$ cat config.mk
export PLATFORM = sky130hd
export DESIGN_NAME = rgb565_to_bmp_stream_encoder_core_flat
export DESIGN_NICKNAME = d
export VERILOG_FILES = /design/src/design/r2b_pkg.sv /design/src/design/r2b_pix_if.sv /design/src/design/r2b_byte_if.sv /design/src/design/r2b_front.sv /design/src/design/r2b_fifo.sv /design/src/design/r2b_back.sv /design/src/design/rgb565_to_bmp_stream_encoder_core.sv /design/src/flat_wrapper.sv
export SDC_FILE = /design/constraint.sdc
export NUM_CORES = 1
export LEC_CHECK = 0
export BUFFER_PORTS_ARGS = -buffer_cell sky130_fd_sc_hd__buf_2
export CORE_UTILIZATION = 25
export DETAILED_ROUTE_END_ITERATION = 7
export HOLD_SLACK_MARGIN = 0.06
export PLACE_DENSITY = 0.44
export SETUP_SLACK_MARGIN = 0.4
export SLEW_MARGIN = 40
export SYNTH_ARGS = -nofsm -noshare
export SYNTH_HDL_FRONTEND = slang
export SYNTH_HIERARCHICAL = 1
export SYNTH_SLANG_ARGS = --single-unit
$ cat constraint.sdc
create_clock -name clk -period 12.83 [get_ports clk]
set_clock_uncertainty 0.15 [all_clocks]
set_input_delay 2.566 -clock clk [delete_from_list [all_inputs] [get_ports clk]]
set_output_delay 2.566 -clock clk [all_outputs]
set_load 0.02 [all_outputs]
$ cat src/design/r2b_pkg.sv
// Package for the RGB565 to 24-bit BMP stream encoder.
// Holds the command type passed from front to back, header byte positions
// and the channel scaling tables. No dependencies.
`default_nettype none

package r2b_pkg;

	localparam int DIM_W  = 12;
	localparam int POS_W  = 6;
	localparam int ROW_W  = 14;
	localparam int PROD_W = ROW_W + DIM_W;

	localparam logic [DIM_W-1:0] WIDTH_RESET  = 12'd240;
	localparam logic [DIM_W-1:0] HEIGHT_RESET = 12'd176;

	localparam logic REG_WIDTH  = 1'b0;
	localparam logic REG_HEIGHT = 1'b1;

	localparam int HDR_LEN = 54;

	localparam logic [POS_W-1:0] HP_MAGIC0  = 6'd0;
	localparam logic [POS_W-1:0] HP_MAGIC1  = 6'd1;
	localparam logic [POS_W-1:0] HP_SIZE0   = 6'd2;
	localparam logic [POS_W-1:0] HP_SIZE1   = 6'd3;
	localparam logic [POS_W-1:0] HP_SIZE2   = 6'd4;
	localparam logic [POS_W-1:0] HP_SIZE3   = 6'd5;
	localparam logic [POS_W-1:0] HP_OFFSET  = 6'd10;
	localparam logic [POS_W-1:0] HP_INFO    = 6'd14;
	localparam logic [POS_W-1:0] HP_WIDTH0  = 6'd18;
	localparam logic [POS_W-1:0] HP_WIDTH1  = 6'd19;
	localparam logic [POS_W-1:0] HP_HEIGHT0 = 6'd22;
	localparam logic [POS_W-1:0] HP_HEIGHT1 = 6'd23;
	localparam logic [POS_W-1:0] HP_PLANES  = 6'd26;
	localparam logic [POS_W-1:0] HP_BPP     = 6'd28;
	localparam logic [POS_W-1:0] P_BLUE     = 6'd54;
	localparam logic [POS_W-1:0] P_GREEN    = 6'd55;
	localparam logic [POS_W-1:0] P_RED      = 6'd56;

	localparam logic [7:0] MAGIC_B     = 8'h42;
	localparam logic [7:0] MAGIC_M     = 8'h4D;
	localparam logic [7:0] OFFSET_BYTE = 8'd54;
	localparam logic [7:0] INFO_BYTE   = 8'd40;
	localparam logic [7:0] PLANES_BYTE = 8'd1;
	localparam logic [7:0] BPP_BYTE    = 8'd24;

	localparam int Max5 = 31;
	localparam int Max6 = 63;

	typedef logic [7:0] scale5_tab_t [32];
	typedef logic [7:0] scale6_tab_t [64];

	function automatic scale5_tab_t mk_scale5();
		scale5_tab_t t;
		for (int i = 0; i < 32; i++) begin
			t[i] = 8'((i * 255) / Max5);
		end
		return t;
	endfunction

	function automatic scale6_tab_t mk_scale6();
		scale6_tab_t t;
		for (int i = 0; i < 64; i++) begin
			t[i] = 8'((i * 255) / Max6);
		end
		return t;
	endfunction

	localparam scale5_tab_t SCALE5 = mk_scale5();
	localparam scale6_tab_t SCALE6 = mk_scale6();

	typedef struct packed {
		logic             header;
		logic [DIM_W-1:0] width;
		logic [DIM_W-1:0] height;
		logic [7:0]       blue;
		logic [7:0]       green;
		logic [7:0]       red;
		logic [POS_W-1:0] last_pos;
		logic             frame_end;
	} cmd_t;

	typedef enum logic {
		BK_IDLE,
		BK_RUN
	} bk_state_t;

endpackage

`default_nettype wire

$ cat src/design/r2b_pix_if.sv
// Pixel channel interface: valid/ready with one RGB565 pixel.
// No dependencies.
`default_nettype none

interface r2b_pix_if;
	logic        valid;
	logic        ready;
	logic [15:0] pixel;

	modport source (output valid, output pixel, input ready);
	modport sink (input valid, input pixel, output ready);
endinterface

`default_nettype wire

$ cat src/design/r2b_byte_if.sv
// Byte channel interface: valid/ready with one BMP stream byte and flags.
// No dependencies.
`default_nettype none

interface r2b_byte_if;
	logic       valid;
	logic       ready;
	logic [7:0] out_byte;
	logic       last_of_run;
	logic       frame_done;

	modport source (output valid, output out_byte, output last_of_run, output frame_done,
		input ready);
	modport sink (input valid, input out_byte, input last_of_run, input frame_done,
		output ready);
endinterface

`default_nettype wire

$ cat src/design/r2b_front.sv
// Front end: accepts pixels, tracks column/row/header state, builds commands.
// Depends on r2b_pkg and r2b_pix_if.
`default_nettype none

module r2b_front import r2b_pkg::*; (
	input  logic             clk,
	input  logic             arst_n,
	r2b_pix_if.sink          pix,
	input  logic [DIM_W-1:0] dim_w,
	input  logic [DIM_W-1:0] dim_h,
	input  logic             full,
	output logic             push,
	output cmd_t             push_cmd
);

	logic [DIM_W-1:0] col_q;
	logic [DIM_W-1:0] row_q;
	logic             hdr_pend_q;
	logic             row_end;
	logic             frame_end;

	assign pix.ready = !full;
	assign push      = pix.valid && !full;

	assign row_end   = ({1'b0, col_q} + 13'd1) >= {1'b0, dim_w};
	assign frame_end = row_end && (({1'b0, row_q} + 13'd1) >= {1'b0, dim_h});

	always_comb begin
		push_cmd.header    = hdr_pend_q;
		push_cmd.width     = dim_w;
		push_cmd.height    = dim_h;
		push_cmd.blue      = SCALE5[pix.pixel[4:0]];
		push_cmd.green     = SCALE6[pix.pixel[10:5]];
		push_cmd.red       = SCALE5[pix.pixel[15:11]];
		push_cmd.last_pos  = row_end ? (P_RED + POS_W'(dim_w[1:0])) : P_RED;
		push_cmd.frame_end = frame_end;
	end

	always_ff @(posedge clk or negedge arst_n) begin
		if (!arst_n) begin
			col_q      <= '0;
			row_q      <= '0;
			hdr_pend_q <= 1'b1;
		end else if (push) begin
			hdr_pend_q <= frame_end;
			if (row_end) begin
				col_q <= '0;
				row_q <= frame_end ? '0 : row_q + 1'b1;
			end else begin
				col_q <= col_q + 1'b1;
			end
		end
	end

endmodule

`default_nettype wire

$ cat src/design/r2b_fifo.sv
// Short command queue between front and back end.
// Depends on r2b_pkg.
`default_nettype none

module r2b_fifo import r2b_pkg::*; #(
	parameter int DEPTH = 2
) (
	input  logic clk,
	input  logic arst_n,
	input  logic push,
	input  cmd_t push_cmd,
	input  logic pop,
	output cmd_t head,
	output logic head_valid,
	output logic full
);

	localparam int PTR_W = $clog2(DEPTH);
	localparam int CNT_W = $clog2(DEPTH + 1);

	cmd_t             mem_q [DEPTH];
	logic [PTR_W-1:0] wr_q;
	logic [PTR_W-1:0] rd_q;
	logic [CNT_W-1:0] cnt_q;

	assign head       = mem_q[rd_q];
	assign head_valid = cnt_q != '0;
	assign full       = cnt_q == CNT_W'(DEPTH);

	always_ff @(posedge clk) begin
		if (push) begin
			mem_q[wr_q] <= push_cmd;
		end
	end

	always_ff @(posedge clk or negedge arst_n) begin
		if (!arst_n) begin
			wr_q  <= '0;
			rd_q  <= '0;
			cnt_q <= '0;
		end else begin
			if (push) begin
				wr_q <= (wr_q == PTR_W'(DEPTH - 1)) ? '0 : wr_q + 1'b1;
			end
			if (pop) begin
				rd_q <= (rd_q == PTR_W'(DEPTH - 1)) ? '0 : rd_q + 1'b1;
			end
			if (push && !pop) begin
				cnt_q <= cnt_q + 1'b1;
			end else if (pop && !push) begin
				cnt_q <= cnt_q - 1'b1;
			end
		end
	end

	a_no_overflow: assert property (@(posedge clk) disable iff (!arst_n)
		full |-> !push) else $error("queue overflow");
	a_no_underflow: assert property (@(posedge clk) disable iff (!arst_n)
		pop |-> head_valid) else $error("queue underflow");

endmodule

`default_nettype wire

$ cat src/design/r2b_back.sv
// Back end: steps through header, pixel and padding bytes of each command
// into the output register. Depends on r2b_pkg and r2b_byte_if.
`default_nettype none

module r2b_back import r2b_pkg::*; (
	input  logic       clk,
	input  logic       arst_n,
	input  cmd_t       head,
	input  logic       head_valid,
	output logic       pop,
	r2b_byte_if.source bmp
);

	bk_state_t         state_q;
	bk_state_t         state_d;
	cmd_t              cur_q;
	logic [POS_W-1:0]  pos_q;
	logic [PROD_W-1:0] prod_q;
	logic [7:0]        byte_q;
	logic              last_q;
	logic              fd_q;
	logic              valid_q;
	logic              slot_free;
	logic              emit;
	logic              done;
	logic              load;
	logic [7:0]        byte_d;
	logic [31:0]       fsize;
	logic [ROW_W-1:0]  padrow;

	assign bmp.valid       = valid_q;
	assign bmp.out_byte    = byte_q;
	assign bmp.last_of_run = last_q;
	assign bmp.frame_done  = fd_q;

	always_comb begin
		state_d = state_q;
		unique case (state_q)
			BK_IDLE: begin
				if (head_valid) state_d = BK_RUN;
			end
			BK_RUN: begin
				if (emit && done && !head_valid) state_d = BK_IDLE;
			end
			default: state_d = BK_IDLE;
		endcase
	end

	always_comb begin
		slot_free = !valid_q || bmp.ready;
		emit      = (state_q == BK_RUN) && slot_free;
		done      = pos_q == cur_q.last_pos;
		load      = head_valid && ((state_q == BK_IDLE) || (emit && done));
		pop       = load;
		padrow    = ROW_W'({cur_q.width, 1'b0}) + ROW_W'(cur_q.width)
			+ ROW_W'(cur_q.width[1:0]);
		fsize     = 32'(prod_q) + 32'(HDR_LEN);
		unique case (pos_q)
			HP_MAGIC0:  byte_d = MAGIC_B;
			HP_MAGIC1:  byte_d = MAGIC_M;
			HP_SIZE0:   byte_d = fsize[7:0];
			HP_SIZE1:   byte_d = fsize[15:8];
			HP_SIZE2:   byte_d = fsize[23:16];
			HP_SIZE3:   byte_d = fsize[31:24];
			HP_OFFSET:  byte_d = OFFSET_BYTE;
			HP_INFO:    byte_d = INFO_BYTE;
			HP_WIDTH0:  byte_d = cur_q.width[7:0];
			HP_WIDTH1:  byte_d = {4'd0, cur_q.width[11:8]};
			HP_HEIGHT0: byte_d = cur_q.height[7:0];
			HP_HEIGHT1: byte_d = {4'd0, cur_q.height[11:8]};
			HP_PLANES:  byte_d = PLANES_BYTE;
			HP_BPP:     byte_d = BPP_BYTE;
			P_BLUE:     byte_d = cur_q.blue;
			P_GREEN:    byte_d = cur_q.green;
			P_RED:      byte_d = cur_q.red;
			default:    byte_d = 8'd0;
		endcase
	end

	always_ff @(posedge clk) begin
		prod_q <= PROD_W'(padrow) * PROD_W'(cur_q.height);
		if (load) begin
			cur_q <= head;
		end
		if (emit) begin
			byte_q <= byte_d;
			last_q <= done;
			fd_q   <= done && cur_q.frame_end;
		end
	end

	always_ff @(posedge clk or negedge arst_n) begin
		if (!arst_n) begin
			state_q <= BK_IDLE;
			pos_q   <= '0;
			valid_q <= 1'b0;
		end else begin
			state_q <= state_d;
			if (load) begin
				pos_q <= head.header ? '0 : P_BLUE;
			end else if (emit) begin
				pos_q <= pos_q + 1'b1;
			end
			if (emit) begin
				valid_q <= 1'b1;
			end else if (bmp.ready) begin
				valid_q <= 1'b0;
			end
		end
	end

	a_fd_on_last: assert property (@(posedge clk) disable iff (!arst_n)
		valid_q && fd_q |-> last_q) else $error("frame end off a run end");
	a_pos_bound: assert property (@(posedge clk) disable iff (!arst_n)
		state_q == BK_RUN |-> pos_q <= cur_q.last_pos) else $error("byte position overrun");
	a_skip_hdr: assert property (@(posedge clk) disable iff (!arst_n)
		load && !head.header |=> pos_q == P_BLUE) else $error("header not skipped");

endmodule

`default_nettype wire

$ cat src/design/rgb565_to_bmp_stream_encoder_core.sv
// Top level of the RGB565 to 24-bit BMP stream encoder: APB registers,
// front end, command queue and back end. Depends on r2b_pkg, the two
// channel interfaces, r2b_front, r2b_fifo and r2b_back.
//
//   port   | dir   | handshake        | payload
//   -------+-------+------------------+--------------------------------------
//   pix    | sink  | valid/ready      | pixel[15:0] RGB565
//   bmp    | source| valid/ready      | out_byte[7:0], last_of_run, frame_done
//   apb    | slave | psel/penable     | paddr[2:0], pwdata/prdata[31:0]
//
// One byte per cycle out while bmp.ready holds: 3 bytes per pixel, 3 + w[1:0]
// at a row end, 54 more for the frame's first pixel; the back-end sequencer sets it.
// The front takes a pixel whenever the two-entry command queue has room.
// Reset restores width 240, height 176 and a pending header.
// A stalled bmp.ready holds the output register and fills the queue.
`default_nettype none

module rgb565_to_bmp_stream_encoder_core import r2b_pkg::*; #(
	parameter int MAX_DIMENSION = 4095
) (
	input  logic        clk,
	input  logic        arst_n,
	r2b_pix_if.sink     pix,
	r2b_byte_if.source  bmp,
	input  logic        psel,
	input  logic        penable,
	input  logic        pwrite,
	input  logic [2:0]  paddr,
	input  logic [31:0] pwdata,
	output logic [31:0] prdata,
	output logic        pready
);

	logic [DIM_W-1:0] width_q;
	logic [DIM_W-1:0] height_q;
	logic [DIM_W-1:0] eff_w;
	logic [DIM_W-1:0] eff_h;
	logic             cfg_wr;
	logic             push;
	logic             pop;
	logic             full;
	logic             head_valid;
	cmd_t             push_cmd;
	cmd_t             head;

	function automatic logic [DIM_W-1:0] clamp_dim(input logic [DIM_W-1:0] v);
		logic [DIM_W-1:0] r;
		r = v;
		if (v == '0) begin
			r = DIM_W'(1);
		end else if (32'(v) > 32'(MAX_DIMENSION)) begin
			r = DIM_W'(MAX_DIMENSION);
		end
		return r;
	endfunction

	assign pready = 1'b1;
	assign cfg_wr = psel && penable && pwrite;
	assign prdata = (paddr[2] == REG_HEIGHT) ? 32'(height_q) : 32'(width_q);
	assign eff_w  = clamp_dim(width_q);
	assign eff_h  = clamp_dim(height_q);

	always_ff @(posedge clk or negedge arst_n) begin
		if (!arst_n) begin
			width_q  <= WIDTH_RESET;
			height_q <= HEIGHT_RESET;
		end else if (cfg_wr) begin
			if (paddr[2] == REG_WIDTH) begin
				width_q <= pwdata[DIM_W-1:0];
			end else begin
				height_q <= pwdata[DIM_W-1:0];
			end
		end
	end

	r2b_front u_front (
		.clk      (clk),
		.arst_n   (arst_n),
		.pix      (pix),
		.dim_w    (eff_w),
		.dim_h    (eff_h),
		.full     (full),
		.push     (push),
		.push_cmd (push_cmd)
	);

	r2b_fifo #(
		.DEPTH (2)
	) u_fifo (
		.clk        (clk),
		.arst_n     (arst_n),
		.push       (push),
		.push_cmd   (push_cmd),
		.pop        (pop),
		.head       (head),
		.head_valid (head_valid),
		.full       (full)
	);

	r2b_back u_back (
		.clk        (clk),
		.arst_n     (arst_n),
		.head       (head),
		.head_valid (head_valid),
		.pop        (pop),
		.bmp        (bmp)
	);

endmodule

`default_nettype wire
$ cat src/flat_wrapper.sv
// flat-port wrapper written by rule: the top's interface ports become plain ports
module rgb565_to_bmp_stream_encoder_core_flat import r2b_pkg::*;
#(
	parameter int MAX_DIMENSION = 4095
)
  (clk, arst_n, psel, penable, pwrite, paddr, pwdata, prdata, pready, pix_valid, pix_pixel, pix_ready, bmp_valid, bmp_out_byte, bmp_last_of_run, bmp_frame_done, bmp_ready);
  r2b_pix_if pix_i ();
  r2b_byte_if bmp_i ();
  input  logic clk;
  input  logic arst_n;
  input  logic psel;
  input  logic penable;
  input  logic pwrite;
  input  logic [2:0] paddr;
  input  logic [31:0] pwdata;
  output logic [31:0] prdata;
  output logic pready;
  input wire logic [$bits(pix_i.valid)-1:0] pix_valid;
  input wire logic [$bits(pix_i.pixel)-1:0] pix_pixel;
  output wire logic [$bits(pix_i.ready)-1:0] pix_ready;
  output wire logic [$bits(bmp_i.valid)-1:0] bmp_valid;
  output wire logic [$bits(bmp_i.out_byte)-1:0] bmp_out_byte;
  output wire logic [$bits(bmp_i.last_of_run)-1:0] bmp_last_of_run;
  output wire logic [$bits(bmp_i.frame_done)-1:0] bmp_frame_done;
  input wire logic [$bits(bmp_i.ready)-1:0] bmp_ready;
  assign pix_i.valid = pix_valid;
  assign pix_i.pixel = pix_pixel;
  assign pix_ready = pix_i.ready;
  assign bmp_valid = bmp_i.valid;
  assign bmp_out_byte = bmp_i.out_byte;
  assign bmp_last_of_run = bmp_i.last_of_run;
  assign bmp_frame_done = bmp_i.frame_done;
  assign bmp_i.ready = bmp_ready;
  rgb565_to_bmp_stream_encoder_core #(.MAX_DIMENSION(MAX_DIMENSION)) u_core (.clk(clk), .arst_n(arst_n), .pix(pix_i), .bmp(bmp_i), .psel(psel), .penable(penable), .pwrite(pwrite), .paddr(paddr), .pwdata(pwdata), .prdata(prdata), .pready(pready));
endmodule
# After elaboration in Yosys (flattened, before gate mapping)
# Memory sizes are Yosys's and may differ from the RTL's.
# Cells that the tools add are included.
# word_totals
ff_bits	152
inputBits	58
output_inout_bits	45
ram_bits	112
mem_bits_ro	1024
n_memories	4
word_cells	123
# mem_list
memory	depth	word_bits	read_ports	rd_clocked_by_memory_dff	wr	line_no	source
(name not given)	64	8	1	0	0	r2b_front.sv:33	push_cmd.green = SCALE6[pix.pixel[10:5]];
(name not given)	32	8	1	0	0	r2b_front.sv:34	push_cmd.red = SCALE5[pix.pixel[15:11]];
(name not given)	32	8	1	0	0	r2b_front.sv:32	push_cmd.blue = SCALE5[pix.pixel[4:0]];
u_core.u_fifo.mem_q	2	56	1	0	1	r2b_fifo.sv:21	cmd_t mem_q [DEPTH];
# classes
n_reduce_logical	28
addsub	13
bitwise	5
n_eq_ne	18
order_cmp	5
mul	1
mux	27
# ops
operator	count
$pmux 8 s17	1
$mux 12	5
$mux 8	6
$eq 6x5->1 const B	6
$add 26x6->27 const B	1
$add 12x1->13 const B	2
$ge 13x12->1	2
$mul 14x12->26	1
$add 12x1->12 const B	2
$logic_not 12->1	2
$mux 6	4
$eq 6x6->1 const B	3
$add 13x12->14	1
$add 14x2->14	1
$eq 6x2->1 const B	2
$eq 6x3->1 const B	2
$eq 6x4->1 const B	2
$ge 6x6->1 const B	2
$not 5->6	2
$logic_and 1x1->1	11
$mux 1	8
$reduce_bool 2->1	4
$ge 7x7->1 const B	1
$not 6->7	1
other kinds (15)	25

# Depth between registers and ports, before layout
# Gate-level depths: netlist of the first run.
# logic_depth
word_depth	9
mapped_depth	27
depth_no_buf	26

# Hierarchy
# The synthesis of the first run kept the hierarchy.
# modules_own_cells
module	cells_each	n_inst	area_each_um2	seq_area_each_um2
r2b_back	938	1	9464.1	2632.5
r2b_fifo	190	1	4350.4	3463.3
r2b_front	337	1	2718.9	626.9
rgb565_to_bmp_stream_encoder_core	118	1	1416.4	609.3

# Worst setup path before layout of the first run
# Ideal clock, no wire load.
# synth_timing
kind	reg-to-reg
startpoint	register u_core/u_back/cur_q[44] in the netlist's numbering
endpoint	register u_core.u_back.prod_q[24]
t_required_ns	12.577
path_stages_with_launch	27
n_path_buf	1
period_less_slack_ns	6.754
path_slack_ns	6.076
arrival_ns	6.500
setup_time_ns	0.103
cell_sequence	edfxtp_1 > fa_1 > ha_1 > inv_1 > fa_1 > nor2b_4 > o21ai_2 > a21boi_2 > o21a_1 > or3_4 > buf_6 > nand3_1 > fa_1 > fa_1 > fa_1 > inv_1 > fa_1 > inv_1 > fa_1 > inv_1 > ha_1 > a211o_1 > a21oi_2 > o21a_2 > nand3_1 > mux2i_1 > a2111oi_2
# synth_between
elab_chain_cells	3
# synth_lines
element	line_no	source
from (decl)	r2b_back.sv:16	cmd_t cur_q;
from (signal assigned)	r2b_back.sv:83	cur_q <= head;
$add 13x12->14	r2b_back.sv:55	padrow = ROW_W'({cur_q.width, 1'b0}) + ROW_W'(cur_q.width)
$add 14x2->14 *	r2b_back.sv:56	+ ROW_W'(cur_q.width[1:0]);
$mul 14x12->26 *	r2b_back.sv:81	prod_q <= PROD_W'(padrow) * PROD_W'(cur_q.height);
to (signal assigned)	r2b_back.sv:81	
to (decl)	r2b_back.sv:18	logic [PROD_W-1:0] prod_q;
# Mark *: on every way between the ends. The rest lies on a longest branch, timed or not.
# A chain may end at the register's enable or synchronous reset.

# Final worst setup path of the first run
# Same ends and word-level chain as after synthesis.

==> results_dict.tcl, run 1 <==
set metrics [dict create \
    layout-drive-gt1-share 0.1761 \
    syn_avg_cell_area_um2 11.34 \
    synth_cell_types 97 \
    antennaDiodeCount 0 \
    ctsLongestPathBuffers 3 \
    power_per_cell_area_nw_per_um2 234.7 \
    crit_top_cell "fa_1" \
    synth-seq-area-share 0.4085 \
    cts_root_buf "clkbuf_16" \
    tns_ps 0 \
    worstSetupStartpointType "flop" \
    worst_pin_slew_ps 878.8 \
    synthCells 1583 \
    leakage_nw 8.337 \
    antenna_found_initial 0 \
    wl_per_cell_um 16.32 \
    drc 0 \
    clockPowerShare 0.184 \
    fillers 7223 \
    grt_usage 0.1147 \
    required_ps 13130 \
    period_minus_slack_ps 7532 \
    rsz0062_at_grt "no" \
    synth_edf_count 177 \
    area_delta_synth_final_pct 10.25 \
    yosys_warnings 6 \
    nNetsFinal 1842 \
    synth_async_sr_flop_share 0.2328 \
    ys.flop_type "edfxtp_1" \
    post-route-util 0.2807 \
    path_class "reg2reg" \
    die_h_um 270.0 \
    critPathTopFamily "adder cells" \
    relSlewSlack 0.4141 \
    p_seq_frac 0.295 \
    routed-via-count 11040 \
    ys_seq_elements 262 \
    portBuffers 59 \
    cp_max_fo 12 \
    gp_congestion 0.8066 \
    pin_count 103 \
    grt_pass1_vias 11660 \
    p_sw_w 0.001880 \
    ant_nets 0 \
    internal_power_w 0.002764 \
    clock-sinks 262 \
    arrival_ps 7840 \
    synth_area_um2 17950 \
    die_w_um 270.0 \
    clock_latency_ps 560 \
    ir_worst_vdd_uv 132.3 \
    cpPeakStageDelay_ps 580 \
    post-route-period-util 0.5870 \
    grt_max_degree 57 \
    power_frac_comb 0.521 \
    rrSetupSlack_ps 5300 \
    drv_slew 0 \
    first_pass_iters 5 \
    outcome "finished, final reports clean" \
    slowest_stage "o21ai_2" \
    cts_tree "done" \
    htreeDepth 1 \
    start_util 0.2546 \
    finalWirelength_um 41280 \
    cap_viol_max_count 0 \
    grt_pass1_wl_um 66610 \
    drtIter0Drc 618 \
    clk_pin_slew_ps 60 \
    cp-end-kind "flop" \
    core-area_um2 70510 \
    postCtsHoldBufs 0 \
    finalSetupViolCount 0 \
    viasPerCell 4.365 \
    hp-class "reg2reg" \
    die-area_um2 72880 \
    rows 97 \
    cts_buffers 30 \
    crit_buf_inv 4 \
    swShare 0.4047 \
    cts_resized 0 \
    cts_setup_buffers 0 \
    fmax_mhz 132.8 \
    final_hold_viol_count 0 \
    detailed_place_hpwl_um 30100 \
    grt_overflow_total 0 \
]
-- path summary, 6_finish.rpt --
path                            cells past startpoint                               endpoint                                  from
worst min-delay path                                2   u_core/u_front/row_q[11]$_DFFE_PN0P_  u_core/u_front/row_q[11]$_DFFE_PN0P_
worst min register to register                      2   u_core/u_front/row_q[11]$_DFFE_PN0P_  u_core/u_front/row_q[11]$_DFFE_PN0P_
worst max register to register                     25       u_core/u_back/prod_q[24]$_DFF_P_     u_core/u_back/cur_q[44]$_DFFE_PP_
worst max-delay path                               25       u_core/u_back/prod_q[24]$_DFF_P_     u_core/u_back/cur_q[44]$_DFFE_PP_
max in group asynchronous                           3  u_core/u_front/hdr_pend_q$_DFFE_PN1P_                                arst_n
min in group asynchronous                           2    u_core/u_front/row_q[2]$_DFFE_PN0P_                                arst_n
-- metal layers --
| layer | share of wire | global-route usage | wire length [µm] |
|---|---|---|---|
| met5 | 0 | 0 | 0 |
| met1 | 0.44 | 0.1488 | 18340 |
| met3 | 0.031 | 0.01271 | 1276 |
| met4 | 0.026 | 0.03454 | 1066 |
| met2 | 0.50 | 0.1992 | 20600 |
-- power by group through the flow --
| stage | Sequential [W] | Clock (W) | Combinational [W] |
|---|---|---|---|
| floorplan | 0.00129 | 0 | 0.00199 |
| global placement | 0.00138 | 0 | 0.00244 |
| detailed placement | 0.00139 | 0 | 0.00244 |
| CTS | 0.00137 | 0.000883 | 0.00248 |
| global route | 0.00140 | 0.000917 | 0.00278 |
| finish | 0.00137 | 0.000855 | 0.00242 |
-- Yosys cell counts, types with 7 or more instances --
library cell  instances  area [µm²]
nand4_1              15       93.84
a21o_1               17       127.6
and3_1               15       93.84
a31oi_1              11       68.82
buf_2                15       75.07
o21ai_0              31       155.2
fa_1                102        2042
xnor2_1              49       429.2
a22oi_1              14       105.1
and2_1               60       375.4
nor3_1               17       85.08
mux2_4               40       600.6
a21oi_1              42       210.2
xor2_1               27       236.5
o221ai_1              7       61.31
nor2_1               37       138.9
buf_4                71       533.0
nor2b_1              13       81.33
nand3_1              29       145.1
dfxtp_1              24       480.5
buf_6                 7       78.83
dfrtp_1              53        1326
dfstp_2               8       210.2
inv_1               175       656.9
nand2_1             138       518.0
ha_1                115        1439
nand2b_1             26       162.7
o21ai_2               8       70.07
edfxtp_1            177        5315
o21a_1                7       52.55
mux2_2               54       608.1
clkbuf_1             47       176.4
-- placed cells by master (no fill, tap or decap), types with 29 or more instances in the layout --
| cell type | n |
|---|---|
| ha_1 | 115 |
| inv_1 | 174 |
| edfxtp_1 | 177 |
| nand2_1 | 138 |
| xnor2_1 | 47 |
| nor2_1 | 37 |
| buf_2 | 59 |
| clkbuf_16 | 31 |
| mux2_2 | 54 |
| a21oi_1 | 42 |
| dfrtp_1 | 51 |
| mux2_4 | 40 |
| o21ai_0 | 30 |
| fa_1 | 102 |
| nand3_1 | 29 |
| and2_1 | 58 |
-- worst min-delay path: cells and delay by family (launching register included) --
kind / cells / cell delay [ps]
and+or+nand+nor: 1 / 60
DFF: 1 / 340
AOI/OAI and AO/OA: 1 / 50
-- kinds of logic (layout without fill, tap and decap cells) --
kind of cell,count (synthesis),in the layout,synth area share
AO/OA/AOI/OAI,201,201,0.08023
XOR/XNOR,76,76,0.03708
adder cells (fa/ha/maj),217,217,0.1939
buffers and inverters,317,303,0.08602
flip-flops,262,262,0.4085
multiplexers,100,100,0.07068
other,4,25,0.0008362
AND/OR/NAND/NOR,406,406,0.1228
-- metrics by stage --
step                      setup WS (ps)  total power (W)  area, µm²  instances  hold WS (ps)
after floorplan                    6076         0.003276      18030       1604         289.2
after global placement             5105         0.003820      18740       2474         315.7
after detailed placement           5327         0.003832      18790       2475         312.1
after CTS                          5293         0.004734      19780       2530         331.5
after global routing               4788         0.005101      19790       2530         359.0
final                              5298         0.004644      19790       2530         327.7
-- state kept, by name, summed over array words and instances, names as in the netlist, 8 cells and up --
| signal | count |
|---|---|
| u_core/height_q | 12 |
| u_core/u_back/bmp.out_byte | 8 |
| u_core/u_back/cur_q | 55 |
| u_core/u_back/prod_q | 24 |
| u_core/u_fifo/mem_q | 112 |
| u_core/u_front/col_q | 12 |
| u_core/u_front/row_q | 12 |
| u_core/width_q | 12 |
-- area by class of cell --
cell class	instances	area (µm²)	share of cell area
Inverter	175	658.1	0.03326
Clock inverter	16	171.4	0.008662
Clock buffer	39	815.8	0.04122
Tap cell	940	1176	0.05943
Sequential cell	262	7335	0.3706
Timing Repair Buffer	73	420.4	0.02124
Multi-Input combinational cell	1025	9214	0.4656
No activity file was read; power rests on OpenSTA's default activity.
==> inputs of run 2 (changes only) <==
clock period = 7.1 ns   (was 12.83 ns; I/O delays follow)
==> run 2 against run 1 <==
Global-route usage about the same. Sequential power increased by 80%. Final area increased by 3.4%. Worst hold slack about the same. Critical endpoint is now u_core/u_back/prod_q[19]$_DFF_P_.
==> results_dict.tcl, run 2 (synthesis results as in run 1) <==
set metrics [dict create \
    outcome "finished, final reports clean" \
    portBuffers 59 \
    dp_cells 2499 \
    arrival_ps 7160 \
    path_class "reg2reg" \
    relSlewSlack 0.4422 \
    r2r_cells 27 \
    first_pass_iters 5 \
    layout-drive-gt1-share 0.2254 \
    antenna_found_initial 0 \
    r2r-start "u_core/u_back/cur_q[44]$_DFFE_PP_" \
    crit_top_cell "fa_1" \
    drv_slew 0 \
    postCtsHoldBufs 0 \
    die-area_um2 72880 \
    fillers 7202 \
    routed-via-count 11210 \
    regMostFlops "u_core/u_fifo/mem_q" \
    start_util 0.2546 \
    multi_input_comb_area_um2 9447 \
    rows 97 \
    worstSetupStartpointType "flop" \
    rsz0062_at_grt "yes" \
    detailed_place_hpwl_um 30900 \
    hp-class "reg2reg" \
    drc 0 \
    cts_tree "done" \
    startpoint "u_core/u_back/cur_q[44]$_DFFE_PP_" \
    hp-start "u_core/u_front/row_q[11]$_DFFE_PN0P_" \
    nNetsFinal 1889 \
    gp_congestion 0.8189 \
    rr_endpoint "u_core/u_back/prod_q[19]$_DFF_P_" \
    worst_pin_slew_ps 836.7 \
    largest_register_ff_count 112 \
    pin_count 103 \
    ctsLongestPathBuffers 3 \
    cts_root_buf "clkbuf_16" \
    holdPathEnd "u_core/u_front/row_q[11]$_DFFE_PN0P_" \
    viasPerCell 4.351 \
    grt_max_degree 57 \
    ant_nets 0 \
    reg_top3 "u_core/u_fifo/mem_q: 112 flops, u_core/u_back/cur_q: 55 flops, u_core/u_back/prod_q: 24 flops" \
    area_delta_synth_final_pct 13.98 \
    finalWirelength_um 41920 \
    finalSetupViolCount 0 \
    post-route-period-util 0.9610 \
    period_minus_slack_ps 6823 \
    cts_buffers 29 \
    fmax_mhz 146.6 \
    holdWs_ps 327.7 \
    clock-sinks 262 \
    drtIter0Drc 499 \
    ir_worst_vdd_uv 505.3 \
    grt_overflow_total 0 \
    instances_no_fill 2577 \
    layout_common_cells "edfxtp_1, inv_1, nand2_1" \
    grt_usage 0.1151 \
    clk_pin_slew_ps 60 \
    cp-end-kind "flop" \
    cap_viol_max_count 0 \
    rrSetupSlack_ps 280 \
    antennaDiodeCount 0 \
    die_w_um 270.0 \
    leakage_nw 8.606 \
    holdPathStages 2 \
    final_hold_viol_count 0 \
    slowest_stage "fa_2" \
    grt_pass1_vias 12000 \
    seqCellArea_um2 7335 \
    cpPeakStageDelay_ps 570 \
    die_h_um 270.0 \
    power_per_cell_area_nw_per_um2 483.1 \
    final_common_cell "edfxtp_1" \
    power_w 0.009883 \
    required_ps 7440 \
    htreeDepth 1 \
    wl_per_cell_um 16.27 \
    grt_pass1_wl_um 66930 \
    core-area_um2 70510 \
    cp_max_fo 7 \
    clock_latency_ps 560 \
]
[run 2: cell type report]
type,instances,share of cell area
multi-input combinational,1025,0.4617
clock buffer,33,0.03621
clock inverter,21,0.01290
inverter,175,0.03211
tap,940,0.05749
sequential,262,0.3585
timing repair buffer,121,0.04104
[run 2: worst max-delay path by stage]
stage,endpoint,slack [ps],depth (start not counted)
final,u_core/u_back/prod_q[19]$_DFF_P_,280,27
after global routing,u_core/u_back/prod_q[24]$_DFF_P_,20,26
after CTS,u_core/u_back/prod_q[22]$_DFF_P_,230,25
after detailed placement,u_core/u_back/prod_q[23]$_DFF_P_,-50,25
after global placement,u_core/u_back/prod_q[24]$_DFF_P_,80,27
after floorplan,u_core/u_back/prod_q[24]$_DFF_P_,410,26
[run 2: power breakdown]
| group | switching (W) | internal [W] | total, W |
|---|---|---|---|
| Combinational | 0.00289 | 0.00293 | 0.00582 |
| Clock | 0.000621 | 0.000967 | 0.00159 |
| Sequential | 0.000354 | 0.00212 | 0.00247 |
| Total | 0.00387 | 0.00602 | 0.00988 |
[run 2: layer usage]
| layer | up-vias | share of wire | track usage |
|---|---|---|---|
| li1 | 5393 | - | - |
| met2 | 172 | 0.49 | 0.2003 |
| met5 | - | 0 | 0 |
| met1 | 5587 | 0.44 | 0.1454 |
| met4 | 0 | 0.033 | 0.04067 |
| met3 | 61 | 0.035 | 0.01458 |
[run 2: critical path, delay by kind of cell (launching register included)]
family	cells	cell delay, ps
flip-flops	1	410
AO/OA/AOI/OAI	7	1230
XOR/XNOR	1	130
adder cells (fa/ha/maj)	9	3810
AND/OR/NAND/NOR	4	530
buffers and inverters	6	490
[run 2: through the flow]
step	worst slack (ps)	area, µm²	util	setup TNS (ps)
after detailed placement	-48.36	18950	0.2687	-92.23
after CTS	233.9	20300	0.2879	0
after floorplan	412.2	18030	-	0
final	277.1	20460	0.2901	0
after global routing	17.33	20460	0.2901	0
after global placement	79.68	18900	0.2680	0
[run 2: what timing repair did]
item | 4_1_cts | 5_1_grt
gates resized for setup | 42 | 18
endpoints found under the setup margin | 11 | 14
pin swaps | 48 | 25
buffers inserted | 18 | 6
==> inputs of run 3 (changes only) <==
ABC_AREA = 1   (was not set)
CORE_UTILIZATION = 59   (was 25)
PLACE_DENSITY = 0.82   (was 0.44)
==> run 3 against run 2 <==
Clock-buffer cell count grew 7. Register-to-register slack gained 300 ps. Power shrank 30%. Setup slack gained 300 ps. Synthesized cell count grew 26%. Via count grew 18%. Cell count shrank 5.9%. Largest power group unchanged.
==> results_dict.tcl, run 3 <==
set metrics [dict create \
    clockPowerShare 0.196 \
    ir_worst_vdd_uv 267.2 \
    p_sw_w 0.002794 \
    cts_buffers 27 \
    grt_overflow_total 0 \
    drv_slew 0 \
    yosysMostFrequentCell "nand2_1" \
    leakage_nw 9.575 \
    reg_top3 "u_core/u_fifo/mem_q: 112 flops, u_core/u_back/cur_q: 55 flops, u_core/u_back/prod_q: 24 flops" \
    yosys_warnings 6 \
    htreeDepth 1 \
    die_w_um 179.0 \
    cts_root_buf "clkbuf_16" \
    gp_congestion 0.9144 \
    synth_async_sr_flop_share 0.2328 \
    required_ps 7380 \
    ys.flop_type "edfxtp_1" \
    slowest_stage "fa_1" \
    p_seq_frac 0.340 \
    synth_commonest_cells "nand2_1, inv_1, edfxtp_1" \
    path_class "reg2reg" \
    first_pass_iters 5 \
    regMostFlops "u_core/u_fifo/mem_q" \
    cp-end-kind "flop" \
    dp_cells 2367 \
    viasPerCell 5.466 \
    synth-seq-area-share 0.3965 \
    routed-via-count 13260 \
    drtIter0Drc 1064 \
    final_hold_viol_count 0 \
    synth_area_um2 18490 \
    wl_per_cell_um 16.69 \
    grt_pass1_vias 13350 \
    die-area_um2 32060 \
    fin_area_um2 19730 \
    die_h_um 179.0 \
    crit_end "u_core/u_back/prod_q[25]$_DFF_P_" \
    arrival_ps 6810 \
    antenna_found_initial 0 \
    dp_slack_ps 337.2 \
    worst_pin_slew_ps 795.3 \
    relSlewSlack 0.4698 \
    r2r_cells 30 \
    swShare 0.4059 \
    power_per_cell_area_nw_per_um2 348.9 \
    ys_seq_elements 262 \
    synth_edf_count 177 \
    finalWirelength_um 40480 \
    largest_register_ff_count 112 \
    power_frac_comb 0.465 \
    antennaDiodeCount 0 \
    rr_endpoint "u_core/u_back/prod_q[25]$_DFF_P_" \
    internal_power_w 0.004090 \
    post-route-util 0.6416 \
    synthCells 2001 \
    grt_max_degree 62 \
    tns_ps 0 \
    grt_pass1_wl_um 65720 \
    hp-class "reg2reg" \
    r2r-start "u_core/u_back/cur_q[45]$_DFFE_PP_" \
    synth.top_cell.area_share 0.2874 \
    instances_no_fill 2426 \
    portBuffers 59 \
    outcome "finished, final reports clean" \
    start_util 0.6014 \
    crit_top_cell "nand2_1" \
    rrSetupSlack_ps 570 \
    final_common_cell "nand2_1" \
    area_delta_synth_final_pct 6.671 \
    nNetsFinal 2284 \
    clock_latency_ps 540 \
    startpoint "u_core/u_back/cur_q[45]$_DFFE_PP_" \
    hp-start "u_core/u_fifo/cnt_q[1]$_DFFE_PN0P_" \
    detailed_place_hpwl_um 29910 \
    synth_cell_types 53 \
    finalSetupViolCount 0 \
    cap_viol_max_count 0 \
    cp_max_fo 4 \
    setup_ws_ps 572.7 \
    worstSetupStartpointType "flop" \
    ctsLongestPathBuffers 3 \
    fmax_mhz 153.2 \
    clk_pin_slew_ps 60 \
    rsz0062_at_grt "yes" \
    post-route-period-util 0.9193 \
    cpPeakStageDelay_ps 580 \
    pin_count 103 \
    ant_nets 0 \
    syn_avg_cell_area_um2 9.242 \
    clock-sinks 262 \
    place_area_um2 18640 \
    period_minus_slack_ps 6527 \
    yosysTopAreaCell "edfxtp_1" \
    rows 64 \
    grt_usage 0.2616 \
    synthTopCellsByArea "edfxtp_1, fa_1, nand2_1" \
    cts_tree "done" \
    layout-drive-gt1-share 0.1512 \
    layout_common_cells "nand2_1, inv_1, edfxtp_1" \
    drc 0 \
    core-area_um2 30750 \
]
==> run 3: critical path, delay by kind of cell (launching register included) <==
kind | cells | cell delay (ps)
and+or+nand+nor | 12 | 1040
DFF | 1 | 430
xor gates and xnor gates | 1 | 180
adders and majority gates | 9 | 3960
buffers and inverters | 6 | 410
AOI/OAI and AO/OA | 2 | 230
==> run 3: timing repair <==
| item | in CTS | in global routing |
|---|---|---|
| gates resized for setup | 4 | 37 |
| hold buffers | 0 | 0 |
| buffers inserted | 1 | 8 |
| setup endpoints to repair | 5 | 13 |
| pin swaps | 0 | 22 |
| hold endpoints to repair | 0 | 0 |
| cloned | 0 | 0 |
==> run 3: worst min-delay path by stage <==
| stage | endpoint | slack (ps) | cells after the start |
|---|---|---|---|
| after CTS | u_core/u_front/hdr_pend_q$_DFFE_PN1P_ | 330 | 2 |
| after detailed placement | u_core/u_front/hdr_pend_q$_DFFE_PN1P_ | 320 | 2 |
| after global placement | u_core/u_fifo/cnt_q[1]$_DFFE_PN0P_ | 300 | 2 |
| final | u_core/u_fifo/cnt_q[1]$_DFFE_PN0P_ | 330 | 2 |
| after floorplan | u_core/u_fifo/cnt_q[1]$_DFFE_PN0P_ | 290 | 2 |
| after global routing | u_core/u_front/hdr_pend_q$_DFFE_PN1P_ | 340 | 2 |
==> run 3: power by group through the flow <==
stage	logic (W)	clock network, W	registers [W]
floorplan	0.00226	0	0.00228
detailed placement	0.00286	0	0.00235
finish	0.00320	0.00135	0.00234
global route	0.00359	0.00143	0.00237
global placement	0.00277	0	0.00233
CTS	0.00291	0.00138	0.00233
==> run 3: per-layer routing <==
layer,track usage,vias to the layer above,wire (µm)
met4,0.1063,0,1465
met1,0.3311,6420,16520
li1,-,6264,-
met3,0.02820,107,2217
met5,0,-,0
met2,0.4564,470,20280
==> run 3: kinds of logic (layout without fill, tap and decap cells) <==
| family | count (synthesis) | after routing | share of synthesized area |
|---|---|---|---|
| fa+ha+maj | 217 | 217 | 0.1882 |
| mux | 56 | 56 | 0.04019 |
| compound gates | 143 | 143 | 0.04918 |
| other cells | 4 | 25 | 0.0008116 |
| simple gates | 802 | 802 | 0.1877 |
| xor+xnor | 44 | 44 | 0.02165 |
| flops | 262 | 262 | 0.3965 |
| buf+inv | 473 | 481 | 0.1158 |
==> run 3: layout make-up <==
type / count / area [µm²]
Inverter: 352 / 1324
Clock buffer: 40 / 755.7
Multi-Input combinational cell: 1287 / 9265
Sequential cell: 262 / 7333
Timing Repair Buffer: 79 / 456.7
Fill cell: 2417 / 11020
Tap cell: 396 / 495.5
Clock inverter: 10 / 97.59
==> run 3: stage by stage <==
| step | hold WS [ps] | power (W) |
|---|---|---|
| 3_5_place_dp | 318.3 | 0.005216 |
| 5_1_grt | 344.2 | 0.007387 |
| 6_report | 329.8 | 0.006884 |
| 4_1_cts | 329.3 | 0.006620 |
| 3_3_place_gp | 304.7 | 0.005102 |
| 2_1_floorplan | 291.7 | 0.004531 |
